[src/hdl/sh64_pkg.sv]
// ----------------------------------------------------------------------------
// sh64_pkg
// Constants, lane tables, command and status types of the stream hash.
// ----------------------------------------------------------------------------
`default_nettype none

package sh64_pkg;

    localparam logic [63:0] P1 = 64'd11400714785074694791;
    localparam logic [63:0] P2 = 64'd14029467366897019727;
    localparam logic [63:0] P3 = 64'd1609587929392839161;
    localparam logic [63:0] P4 = 64'd9650029242287828579;
    localparam logic [63:0] P5 = 64'd2870177450012600261;

    // controller states
    typedef enum logic [3:0] {
        ST_IDLE,
        ST_DISPATCH,
        ST_MUL_IN,
        ST_WAIT_IN,
        ST_MUL_OUT,
        ST_WAIT_OUT,
        ST_MIX_A,
        ST_WAIT_A,
        ST_MIX_B,
        ST_WAIT_B,
        ST_FOLD,
        ST_XOR4,
        ST_WSUM,
        ST_COMBINE,
        ST_EMIT
    } t_state;

    // operand pair for the shared 64-bit multiplier
    typedef enum logic [1:0] {
        MUL_WORD_IN,
        MUL_LANE_OUT,
        MUL_MIX2,
        MUL_MIX3
    } t_mul_sel;

    // update of the work register
    typedef enum logic [2:0] {
        V_HOLD,
        V_TAIL,
        V_ZERO,
        V_ROT,
        V_POST29,
        V_POST32,
        V_XOR4,
        V_XSUM
    } t_v_op;

    typedef struct packed {
        logic     latch;
        logic     store;
        logic     k_clr;
        logic     k_inc;
        logic     mul_start;
        t_mul_sel mul_sel;
        t_v_op    v_op;
        logic     lane_wr;
        logic     lane0_xor;
        logic     pcnt_clr;
        logic     wsum_clr;
        logic     wsum_add;
        logic     emit;
        logic     lanes_init;
    } t_cmd;

    typedef struct packed {
        logic pcnt3;
        logic last;
        logic full;
        logic mul_done;
        logic k_last;
        logic out_busy;
    } t_status;

    function automatic logic [63:0] lane_reset(input logic [1:0] k);
        logic [63:0] r;
        case (k)
            2'd0:    r = P1;
            2'd1:    r = P2;
            2'd2:    r = P3;
            default: r = P4;
        endcase
        return r;
    endfunction

    function automatic logic [63:0] lane_mul_in(input logic [1:0] k);
        return lane_reset(k);
    endfunction

    function automatic logic [63:0] lane_mul_out(input logic [1:0] k);
        logic [63:0] r;
        case (k)
            2'd0:    r = P2;
            2'd1:    r = P3;
            2'd2:    r = P4;
            default: r = P5;
        endcase
        return r;
    endfunction

    // fixed per-lane left rotation
    function automatic logic [63:0] lane_rotl(input logic [63:0] x, input logic [1:0] k);
        logic [63:0] r;
        case (k)
            2'd0:    r = {x[32:0], x[63:33]};
            2'd1:    r = {x[34:0], x[63:35]};
            2'd2:    r = {x[36:0], x[63:37]};
            default: r = {x[40:0], x[63:41]};
        endcase
        return r;
    endfunction

    // weights of the final lane sum
    function automatic logic [3:0] lane_weight(input logic [1:0] k);
        logic [3:0] r;
        case (k)
            2'd0:    r = 4'd3;
            2'd1:    r = 4'd5;
            2'd2:    r = 4'd7;
            default: r = 4'd11;
        endcase
        return r;
    endfunction

endpackage

`default_nettype wire

[src/hdl/striped_64bit_stream_hash.sv]
// ----------------------------------------------------------------------------
// striped_64bit_stream_hash
// Usage:
//   Slave stream s_* takes one 64-bit message word per item, with its valid
//   byte count in tdata and tlast on the final word of a message. Master
//   stream m_* gives one 64-bit hash item per message, after its last word.
//   Multiplier: the lane and mixer products run on one shared multiplier
//   (issue, three 32 x 32 partial products, a final add and the done
//   cycle). A word that is only stored is kept as a pending word. A word
//   that completes a 32-byte stripe takes eight products. A last word
//   also passes through the mixer and lane fold before its hash is emitted.
//   The hash sits in an output register: the next message word is taken
//   while it waits; only the next hash hand-off waits for the receiver.
//   Reset (synchronous, active low) returns the lanes to their start values,
//   drops any partial stripe and clears the output valid flag.
// ----------------------------------------------------------------------------
`default_nettype none

module striped_64bit_stream_hash (
    input  wire logic        i_clk,
    input  wire logic        i_rst_n,
    input  wire logic        i_s_tvalid,
    output logic             o_s_tready,
    input  wire logic [71:0] i_s_tdata,   // data_word[63:0], byte_count[67:64], zero[71:68]
    input  wire logic        i_s_tlast,
    output logic             o_m_tvalid,
    input  wire logic        i_m_tready,
    output logic [63:0]      o_m_tdata    // hash_value[63:0]
);

    sh64_pkg::t_cmd    w_cmd;
    sh64_pkg::t_status w_status;

    // sequencer
    sh64_ctrl u_ctrl (
        .i_clk      (i_clk),
        .i_rst_n    (i_rst_n),
        .i_in_valid (i_s_tvalid),
        .i_status   (w_status),
        .o_in_ready (o_s_tready),
        .o_cmd      (w_cmd)
    );

    // lanes and arithmetic
    sh64_datapath u_dp (
        .i_clk        (i_clk),
        .i_rst_n      (i_rst_n),
        .i_cmd        (w_cmd),
        .i_data_word  (i_s_tdata[63:0]),
        .i_byte_count (i_s_tdata[67:64]),
        .i_last       (i_s_tlast),
        .i_out_ready  (i_m_tready),
        .o_status     (w_status),
        .o_out_valid  (o_m_tvalid),
        .o_hash_value (o_m_tdata)
    );

endmodule

`default_nettype wire

[src/hdl/sh64_mul.sv]
// ----------------------------------------------------------------------------
// sh64_mul
// Low 64 bits of a 64 x 64 product from three 32 x 32 partial products,
// one per cycle, result valid with a one-cycle done pulse.
// ----------------------------------------------------------------------------
`default_nettype none

module sh64_mul (
    input  wire logic        i_clk,
    input  wire logic        i_rst_n,
    input  wire logic        i_start,
    input  wire logic [63:0] i_a,
    input  wire logic [63:0] i_b,
    output logic             o_done,
    output logic [63:0]      o_prod
);

    logic        r_busy;
    logic        r_done;
    logic [1:0]  r_step;
    logic [63:0] r_a;
    logic [63:0] r_b;
    logic [63:0] r_p;
    logic [63:0] r_acc;
    logic [31:0] w_x;
    logic [31:0] w_y;
    logic [63:0] w_prod;

    // step control
    always_ff @(posedge i_clk) begin
        if (!i_rst_n) begin
            r_busy <= 1'b0;
            r_done <= 1'b0;
            r_step <= 2'd0;
        end else begin
            r_done <= r_busy && (r_step == 2'd3);
            if (i_start) begin
                r_busy <= 1'b1;
                r_step <= 2'd0;
            end else if (r_busy) begin
                r_step <= r_step + 2'd1;
                if (r_step == 2'd3) begin
                    r_busy <= 1'b0;
                end
            end
        end
    end

    // partial product operand select
    always_comb begin
        case (r_step)
            2'd0: begin
                w_x = r_a[31:0];
                w_y = r_b[31:0];
            end
            2'd1: begin
                w_x = r_a[31:0];
                w_y = r_b[63:32];
            end
            default: begin
                w_x = r_a[63:32];
                w_y = r_b[31:0];
            end
        endcase
    end

    assign w_prod = w_x * w_y;

    // product register and accumulator
    always_ff @(posedge i_clk) begin
        if (i_start) begin
            r_a <= i_a;
            r_b <= i_b;
        end else if (r_busy) begin
            case (r_step)
                2'd0: begin
                    r_p <= w_prod;
                end
                2'd1: begin
                    r_acc <= r_p;
                    r_p   <= w_prod;
                end
                2'd2: begin
                    r_acc <= r_acc + {r_p[31:0], 32'd0};
                    r_p   <= w_prod;
                end
                default: begin
                    r_acc <= r_acc + {r_p[31:0], 32'd0};
                end
            endcase
        end
    end

    assign o_done = r_done;
    assign o_prod = r_acc;

endmodule

`default_nettype wire

[src/hdl/sh64_datapath.sv]
// ----------------------------------------------------------------------------
// sh64_datapath
// Lane registers, pending words, tail fold, work register, output register
// and the shared multiplier, driven by controller commands.
// ----------------------------------------------------------------------------
`default_nettype none

module sh64_datapath (
    input  wire logic             i_clk,
    input  wire logic             i_rst_n,
    input  wire sh64_pkg::t_cmd   i_cmd,
    input  wire logic [63:0]      i_data_word,
    input  wire logic [3:0]       i_byte_count,
    input  wire logic             i_last,
    input  wire logic             i_out_ready,
    output sh64_pkg::t_status     o_status,
    output logic                  o_out_valid,
    output logic [63:0]           o_hash_value
);

    logic [63:0] r_lanes [4];
    logic [63:0] r_pend  [3];
    logic [1:0]  r_pcnt;
    logic [1:0]  r_k;
    logic        r_out_valid;
    logic [63:0] r_out;
    logic [63:0] r_word;
    logic [3:0]  r_cnt;
    logic        r_last;
    logic [63:0] r_v;
    logic [63:0] r_wsum;

    logic [63:0] w_mul_a;
    logic [63:0] w_mul_b;
    logic        w_mul_done;
    logic [63:0] w_prod;
    logic [63:0] w_word_k;
    logic [63:0] w_tail;
    logic [63:0] w_mask;

    // word feeding lane k
    always_comb begin
        case (r_k)
            2'd0:    w_word_k = r_pend[0];
            2'd1:    w_word_k = r_pend[1];
            2'd2:    w_word_k = r_pend[2];
            default: w_word_k = r_word;
        endcase
    end

    // multiplier operands
    always_comb begin
        case (i_cmd.mul_sel)
            sh64_pkg::MUL_WORD_IN: begin
                w_mul_a = w_word_k;
                w_mul_b = sh64_pkg::lane_mul_in(r_k);
            end
            sh64_pkg::MUL_LANE_OUT: begin
                w_mul_a = r_v;
                w_mul_b = sh64_pkg::lane_mul_out(r_k);
            end
            sh64_pkg::MUL_MIX2: begin
                w_mul_a = r_v ^ (r_v >> 33);
                w_mul_b = sh64_pkg::P2;
            end
            default: begin
                w_mul_a = r_v;
                w_mul_b = sh64_pkg::P3;
            end
        endcase
    end

    sh64_mul u_mul (
        .i_clk   (i_clk),
        .i_rst_n (i_rst_n),
        .i_start (i_cmd.mul_start),
        .i_a     (w_mul_a),
        .i_b     (w_mul_b),
        .o_done  (w_mul_done),
        .o_prod  (w_prod)
    );

    // tail fold: pending words ORed with the valid bytes of the last word
    always_comb begin
        for (int b = 0; b < 8; b++) begin
            w_mask[8*b +: 8] = (r_cnt[3] || (r_cnt[2:0] > 3'(b))) ? 8'hff : 8'h00;
        end
        w_tail = r_word & w_mask;
        if (r_pcnt != 2'd0) begin
            w_tail = w_tail | r_pend[0];
        end
        if (r_pcnt[1]) begin
            w_tail = w_tail | r_pend[1];
        end
        if (r_pcnt == 2'd3) begin
            w_tail = w_tail | r_pend[2];
        end
    end

    // lanes, counters and output valid
    always_ff @(posedge i_clk) begin
        if (!i_rst_n) begin
            for (int j = 0; j < 4; j++) begin
                r_lanes[j] <= sh64_pkg::lane_reset(2'(j));
            end
            r_pcnt      <= 2'd0;
            r_k         <= 2'd0;
            r_out_valid <= 1'b0;
        end else begin
            if (i_cmd.emit) begin
                r_out_valid <= 1'b1;
            end else if (i_out_ready) begin
                r_out_valid <= 1'b0;
            end
            if (i_cmd.k_clr) begin
                r_k <= 2'd0;
            end else if (i_cmd.k_inc) begin
                r_k <= r_k + 2'd1;
            end
            if (i_cmd.lanes_init || i_cmd.pcnt_clr) begin
                r_pcnt <= 2'd0;
            end else if (i_cmd.store) begin
                r_pcnt <= r_pcnt + 2'd1;
            end
            if (i_cmd.lanes_init) begin
                for (int j = 0; j < 4; j++) begin
                    r_lanes[j] <= sh64_pkg::lane_reset(2'(j));
                end
            end else if (i_cmd.lane_wr) begin
                r_lanes[r_k] <= w_prod;
            end else if (i_cmd.lane0_xor) begin
                r_lanes[0] <= r_lanes[0] ^ r_v;
            end
        end
    end

    // input capture, pending store, work register, weighted sum, output data
    always_ff @(posedge i_clk) begin
        if (i_cmd.latch) begin
            r_word <= i_data_word;
            r_cnt  <= i_byte_count;
            r_last <= i_last;
        end
        if (i_cmd.store) begin
            r_pend[r_pcnt] <= r_word;
        end
        case (i_cmd.v_op)
            sh64_pkg::V_TAIL:   r_v <= w_tail;
            sh64_pkg::V_ZERO:   r_v <= 64'd0;
            sh64_pkg::V_ROT:    r_v <= sh64_pkg::lane_rotl(r_lanes[r_k] + w_prod, r_k);
            sh64_pkg::V_POST29: r_v <= w_prod ^ (w_prod >> 29);
            sh64_pkg::V_POST32: r_v <= w_prod ^ (w_prod >> 32);
            sh64_pkg::V_XOR4:   r_v <= r_lanes[0] ^ r_lanes[1] ^ r_lanes[2] ^ r_lanes[3];
            sh64_pkg::V_XSUM:   r_v <= r_v ^ r_wsum;
            default:            r_v <= r_v;
        endcase
        if (i_cmd.wsum_clr) begin
            r_wsum <= 64'd0;
        end else if (i_cmd.wsum_add) begin
            r_wsum <= r_wsum + r_lanes[r_k] * {60'd0, sh64_pkg::lane_weight(r_k)};
        end
        if (i_cmd.emit) begin
            r_out <= r_v;
        end
    end

    // status toward the controller
    always_comb begin
        o_status.pcnt3    = (r_pcnt == 2'd3);
        o_status.last     = r_last;
        o_status.full     = r_cnt[3];
        o_status.mul_done = w_mul_done;
        o_status.k_last   = (r_k == 2'd3);
        o_status.out_busy = r_out_valid && !i_out_ready;
    end

    assign o_out_valid  = r_out_valid;
    assign o_hash_value = r_out;

endmodule

`default_nettype wire

[src/hdl/sh64_ctrl.sv]
// ----------------------------------------------------------------------------
// sh64_ctrl
// Sequencer of the stream hash: item intake, stripe absorb per lane,
// tail and final mixer passes, lane fold and result hand-off.
// ----------------------------------------------------------------------------
`default_nettype none

module sh64_ctrl (
    input  wire logic              i_clk,
    input  wire logic              i_rst_n,
    input  wire logic              i_in_valid,
    input  wire sh64_pkg::t_status i_status,
    output logic                   o_in_ready,
    output sh64_pkg::t_cmd         o_cmd
);

    sh64_pkg::t_state r_state;
    sh64_pkg::t_state n_state;
    logic             r_final;
    logic             n_final;

    // state registers
    always_ff @(posedge i_clk) begin
        if (!i_rst_n) begin
            r_state <= sh64_pkg::ST_IDLE;
            r_final <= 1'b0;
        end else begin
            r_state <= n_state;
            r_final <= n_final;
        end
    end

    // next state
    always_comb begin
        n_state = r_state;
        n_final = r_final;
        case (r_state)
            sh64_pkg::ST_IDLE: begin
                if (i_in_valid) begin
                    n_state = sh64_pkg::ST_DISPATCH;
                end
            end
            sh64_pkg::ST_DISPATCH: begin
                n_final = 1'b0;
                if (!i_status.last && !i_status.pcnt3) begin
                    n_state = sh64_pkg::ST_IDLE;
                end else if (i_status.pcnt3 && (!i_status.last || i_status.full)) begin
                    n_state = sh64_pkg::ST_MUL_IN;
                end else begin
                    n_state = sh64_pkg::ST_MIX_A;
                end
            end
            sh64_pkg::ST_MUL_IN:  n_state = sh64_pkg::ST_WAIT_IN;
            sh64_pkg::ST_WAIT_IN: begin
                if (i_status.mul_done) begin
                    n_state = sh64_pkg::ST_MUL_OUT;
                end
            end
            sh64_pkg::ST_MUL_OUT: n_state = sh64_pkg::ST_WAIT_OUT;
            sh64_pkg::ST_WAIT_OUT: begin
                if (i_status.mul_done) begin
                    if (!i_status.k_last) begin
                        n_state = sh64_pkg::ST_MUL_IN;
                    end else if (i_status.last) begin
                        n_state = sh64_pkg::ST_MIX_A;
                    end else begin
                        n_state = sh64_pkg::ST_IDLE;
                    end
                end
            end
            sh64_pkg::ST_MIX_A:  n_state = sh64_pkg::ST_WAIT_A;
            sh64_pkg::ST_WAIT_A: begin
                if (i_status.mul_done) begin
                    n_state = sh64_pkg::ST_MIX_B;
                end
            end
            sh64_pkg::ST_MIX_B:  n_state = sh64_pkg::ST_WAIT_B;
            sh64_pkg::ST_WAIT_B: begin
                if (i_status.mul_done) begin
                    n_state = r_final ? sh64_pkg::ST_EMIT : sh64_pkg::ST_FOLD;
                end
            end
            sh64_pkg::ST_FOLD: n_state = sh64_pkg::ST_XOR4;
            sh64_pkg::ST_XOR4: n_state = sh64_pkg::ST_WSUM;
            sh64_pkg::ST_WSUM: begin
                if (i_status.k_last) begin
                    n_state = sh64_pkg::ST_COMBINE;
                end
            end
            sh64_pkg::ST_COMBINE: begin
                n_final = 1'b1;
                n_state = sh64_pkg::ST_MIX_A;
            end
            sh64_pkg::ST_EMIT: begin
                if (!i_status.out_busy) begin
                    n_final = 1'b0;
                    n_state = sh64_pkg::ST_IDLE;
                end
            end
            default: n_state = sh64_pkg::ST_IDLE;
        endcase
    end

    // commands
    always_comb begin
        o_in_ready       = 1'b0;
        o_cmd.latch      = 1'b0;
        o_cmd.store      = 1'b0;
        o_cmd.k_clr      = 1'b0;
        o_cmd.k_inc      = 1'b0;
        o_cmd.mul_start  = 1'b0;
        o_cmd.mul_sel    = sh64_pkg::MUL_WORD_IN;
        o_cmd.v_op       = sh64_pkg::V_HOLD;
        o_cmd.lane_wr    = 1'b0;
        o_cmd.lane0_xor  = 1'b0;
        o_cmd.pcnt_clr   = 1'b0;
        o_cmd.wsum_clr   = 1'b0;
        o_cmd.wsum_add   = 1'b0;
        o_cmd.emit       = 1'b0;
        o_cmd.lanes_init = 1'b0;
        case (r_state)
            sh64_pkg::ST_IDLE: begin
                o_in_ready  = 1'b1;
                o_cmd.latch = i_in_valid;
            end
            sh64_pkg::ST_DISPATCH: begin
                if (!i_status.last && !i_status.pcnt3) begin
                    o_cmd.store = 1'b1;
                end else if (i_status.pcnt3 && (!i_status.last || i_status.full)) begin
                    o_cmd.k_clr = 1'b1;
                end else begin
                    o_cmd.v_op = sh64_pkg::V_TAIL;
                end
            end
            sh64_pkg::ST_MUL_IN: begin
                o_cmd.mul_start = 1'b1;
                o_cmd.mul_sel   = sh64_pkg::MUL_WORD_IN;
            end
            sh64_pkg::ST_WAIT_IN: begin
                if (i_status.mul_done) begin
                    o_cmd.v_op = sh64_pkg::V_ROT;
                end
            end
            sh64_pkg::ST_MUL_OUT: begin
                o_cmd.mul_start = 1'b1;
                o_cmd.mul_sel   = sh64_pkg::MUL_LANE_OUT;
            end
            sh64_pkg::ST_WAIT_OUT: begin
                if (i_status.mul_done) begin
                    o_cmd.lane_wr = 1'b1;
                    if (i_status.k_last) begin
                        o_cmd.pcnt_clr = 1'b1;
                        if (i_status.last) begin
                            o_cmd.v_op = sh64_pkg::V_ZERO;
                        end
                    end else begin
                        o_cmd.k_inc = 1'b1;
                    end
                end
            end
            sh64_pkg::ST_MIX_A: begin
                o_cmd.mul_start = 1'b1;
                o_cmd.mul_sel   = sh64_pkg::MUL_MIX2;
            end
            sh64_pkg::ST_WAIT_A: begin
                if (i_status.mul_done) begin
                    o_cmd.v_op = sh64_pkg::V_POST29;
                end
            end
            sh64_pkg::ST_MIX_B: begin
                o_cmd.mul_start = 1'b1;
                o_cmd.mul_sel   = sh64_pkg::MUL_MIX3;
            end
            sh64_pkg::ST_WAIT_B: begin
                if (i_status.mul_done) begin
                    o_cmd.v_op = sh64_pkg::V_POST32;
                end
            end
            sh64_pkg::ST_FOLD: begin
                o_cmd.lane0_xor = 1'b1;
            end
            sh64_pkg::ST_XOR4: begin
                o_cmd.v_op     = sh64_pkg::V_XOR4;
                o_cmd.wsum_clr = 1'b1;
                o_cmd.k_clr    = 1'b1;
            end
            sh64_pkg::ST_WSUM: begin
                o_cmd.wsum_add = 1'b1;
                o_cmd.k_inc    = 1'b1;
            end
            sh64_pkg::ST_COMBINE: begin
                o_cmd.v_op = sh64_pkg::V_XSUM;
            end
            sh64_pkg::ST_EMIT: begin
                if (!i_status.out_busy) begin
                    o_cmd.emit       = 1'b1;
                    o_cmd.lanes_init = 1'b1;
                end
            end
            default: begin
                o_in_ready = 1'b0;
            end
        endcase
    end

endmodule

`default_nettype wire

[config.mk]
export PLATFORM = sky130hd
export DESIGN_NAME = striped_64bit_stream_hash
export DESIGN_NICKNAME = d
export VERILOG_FILES = /design/src/hdl/sh64_pkg.sv /design/src/hdl/striped_64bit_stream_hash.sv /design/src/hdl/sh64_mul.sv /design/src/hdl/sh64_datapath.sv /design/src/hdl/sh64_ctrl.sv
export SDC_FILE = /design/constraint.sdc
export NUM_CORES = 2
export LEC_CHECK = 0
export BUFFER_PORTS_ARGS = -buffer_cell sky130_fd_sc_hd__clkbuf_2
export CORE_MARGIN = 3
export CORE_UTILIZATION = 54
export CTS_BUF_LIST = sky130_fd_sc_hd__clkbuf_4 sky130_fd_sc_hd__clkbuf_8
export DETAILED_ROUTE_END_ITERATION = 8
export PLACE_DENSITY = 0.73
export SLEW_MARGIN = 20
export SYNTH_ARGS = -nofsm -noshare
export SYNTH_HDL_FRONTEND = slang
export SYNTH_HIERARCHICAL = 1
export SYNTH_SLANG_ARGS = --single-unit
[constraint.sdc]
create_clock -name i_clk -period 9.3 [get_ports i_clk]
set_input_delay 0.465 -clock i_clk [delete_from_list [all_inputs] [get_ports i_clk]]
set_output_delay 0.465 -clock i_clk [all_outputs]
set_load 0.05 [all_outputs]
==> flow_summary.toml <==
[run_status]
status = "finished with violations"
violations = "DRC"

[placed_design]
port_buffers = 138
hpwl_um = 272700
placed_cells = 11499
gp_congestion = 1.044
dp_worst_setup_slack_ps = 320.9

[die]
boundaryPins = 143
dieArea_mm2 = 0.1785
core-area_mm2 = 0.1719
die_h_um = 422.5
initial_core_util = 0.5448
die_x_um = 422.5
rows = 152

[worst_setup_path]
path_max_fanout = 22
cp_slowest_cell = "fa_1"
rr_worst_depth = 28
crit_path_frequent_cell = "fa_1"
cpPeakStageDelay_ps = 650
critPathArrivalTime_ps = 9630
crit_type = "reg2reg"
worstPathRequired_ps = 9960
start_kind = "flip-flop"
endpoint_kind = "flip-flop"

[timing]
period_needed_ps = 8972
fin_skew_ps = 77.27
fin_crit_sh = 0.9647
finalWorstSetupSlack_ps = 327.9
slew_headroom = 0.08294
tns_ps = 0
slew_violations = 0
rsz0062_at_grt = "false"
max_freq_ghz = 0.1115
worst_pin_slew_ps = 1361
hold_violations = 0
finalSetupViolCount = 0

[synth]
yosysWarnings = 6
yosys.area.top_type_share = 0.2889
muxShareOfSynthArea = 0.03882
yosysMostFrequentCell = "inv_1"
ys.flop_type = "edfxtp_1"
async_flop_share = 0
yosysTopAreaCell = "edfxtp_1"
synth_compound_area_frac = 0.1183
yosys_register_bits = 981
synth_top_family_by_area = "adder cells"
seq_area_frac_synth = 0.3060
yosysUniqueCellTypes = 102
synth.area.top_cells = "edfxtp_1 (29%), fa_1 (23%), ha_1 (5.9%)"
synthAdderAreaFrac = 0.2900
avgSynthCellArea_um2 = 10.06
synthCells = 9312
synth_edf_count = 901
synth_xor_area_frac = 0.05498
syn-cell-area_mm2 = 0.09366
synth_common_cells = "inv_1 (1181), fa_1 (1080), edfxtp_1 (901)"
synth-simple-area-share = 0.1228

[clock_tree]
clock_sinks = 981
clkSlewWorstSetupHoldPaths_ps = 60
htree_levels = 4
clk_latency_ps = 940
cts_tree = "yes"
cts_buffer_depth = 3
root_buffer = "clkbuf_8"
cts_buffers = 170

[grt]
grt.total_usage = 0.3983
grt_pass1_wl_um = 516000
grt_max_degree = 133
gr-total-overflow = 0
antenna_found_initial = 32
grt_pass1_vias = 76165

[routing]
dr.pass1.iters = 9
avgViaCountPerCell = 6.403
route.detailed.drc = 66
vias = 76200
avgRoutedWirePerCell_um = 30.20
drtAntennaViolNets = 0
drtIter0Drc = 10830
wl_um = 359400

[finish]
syn2layout_area_growth_pct = 9.500
postLayoutCoreUtil = 0.5965
layout-drive-gt1-share = 0.09672
nets = 11037
fillCellCount = 14417
finalNonFillerCells = 11900

[flow_run]
cap_violations = 0

[hold_path]
hp-class = "in2reg"
hold_depth = 2
## cell usage in the layout, fill, tap and decap left out, drive strengths merged, types with 346 or more instances in the layout
master / instances
a21oi: 479
clkbuf: 357
edfxtp: 901
fa: 1080
ha: 443
inv: 1194
nand2: 888
nor2: 898
o21ai: 374
xnor2: 346
## final cells by class
type / instances / area (µm²) / area share
multi-input cells: 6624 / 58980 / 0.5751
flip-flops and latches: 981 / 28660 / 0.2795
inverters: 1183 / 4442 / 0.04331
repair buffers: 477 / 3885 / 0.03788
well taps: 2310 / 2890 / 0.02818
clock buffers: 218 / 2725 / 0.02657
clock inverters: 91 / 933.4 / 0.009101
diodes: 16 / 40.04 / 0.0003904
## per-layer routing
| layer | vias up | share of wire | global-route usage | wire length (µm) |
|---|---|---|---|---|
| li1 | 31489 | - | - | - |
| met1 | 37914 | 0.36 | 0.4975 | 128200 |
| met2 | 5471 | 0.42 | 0.5828 | 152400 |
| met3 | 1296 | 0.14 | 0.1506 | 51030 |
| met4 | 30 | 0.076 | 0.2498 | 27380 |
| met5 | - | 0.00097 | 0.007258 | 348 |
## timing repair
| action | 4_1_cts | 5_1_grt |
|---|---|---|
| hold endpoints to repair | 71 | 0 |
| setup endpoints to repair | 0 | 2 |
| buffers inserted | 0 | 2 |
| gates resized for setup | 0 | 4 |
| hold buffers | 72 | 0 |
## kinds of logic (layout without fill, tap and decap cells)
logic type                 after synthesis  after routing
DFF                                    981            981
AOI/OAI and AO/OA                     1680           1680
xor gates and xnor gates               588            588
adders and majority gates             1523           1523
and+or+nand+nor                       2555           2555
muxes                                  275            275
buffers and inverters                 1709           1969
other                                    1             19
## metrics by stage
step	area (µm²)	hold slack, ps
after global placement	98000	506.3
after CTS	102400	1.782
after floorplan	93670	485.5
final	102600	148.4
after global routing	102500	85.15
after detailed placement	98040	522.0
## state kept, by name, summed over array words and instances, names as in the netlist, 2 cells and up, named ones only
register and flops:
u_dp/r_k 2, u_dp/r_word 64, u_dp/u_mul/r_step 2, u_dp/r_pend 192
u_dp/r_pcnt 2, u_dp/u_mul/r_a 64, u_dp/u_mul/o_prod 64, u_dp/r_cnt 4
u_dp/o_hash_value 64, u_dp/r_wsum 64, u_dp/u_mul/r_p 64, u_dp/r_v 64
u_dp/u_mul/r_b 64, u_dp/r_lanes 256, u_ctrl/r_state 4
## worst max-delay path, delay by kind of cell (launching register included)
kind	cells	cell delay, ps
adder cells (fa/ha/maj)	10	4790
multiplexers	1	240
buffers and inverters	8	1000
AND/OR/NAND/NOR	6	1410
AO/OA/AOI/OAI	3	800
flip-flops	1	470
## worst paths after layout
check                                              to                  from  slack [ps]
worst max-delay path               u_dp/u_mul/r_p[62]  u_dp/u_mul/r_step[0]         330
worst max register to register     u_dp/u_mul/r_p[62]  u_dp/u_mul/r_step[0]         330
worst min register to register  u_dp/u_mul/o_prod[54]    u_dp/u_mul/r_p[54]         540
worst min-delay path                u_ctrl/r_state[3]               i_rst_n         150
Power is left out: the tool's default activity adds up to more than one toggle a clock period on the data nets, which glitch-free logic cannot reach.
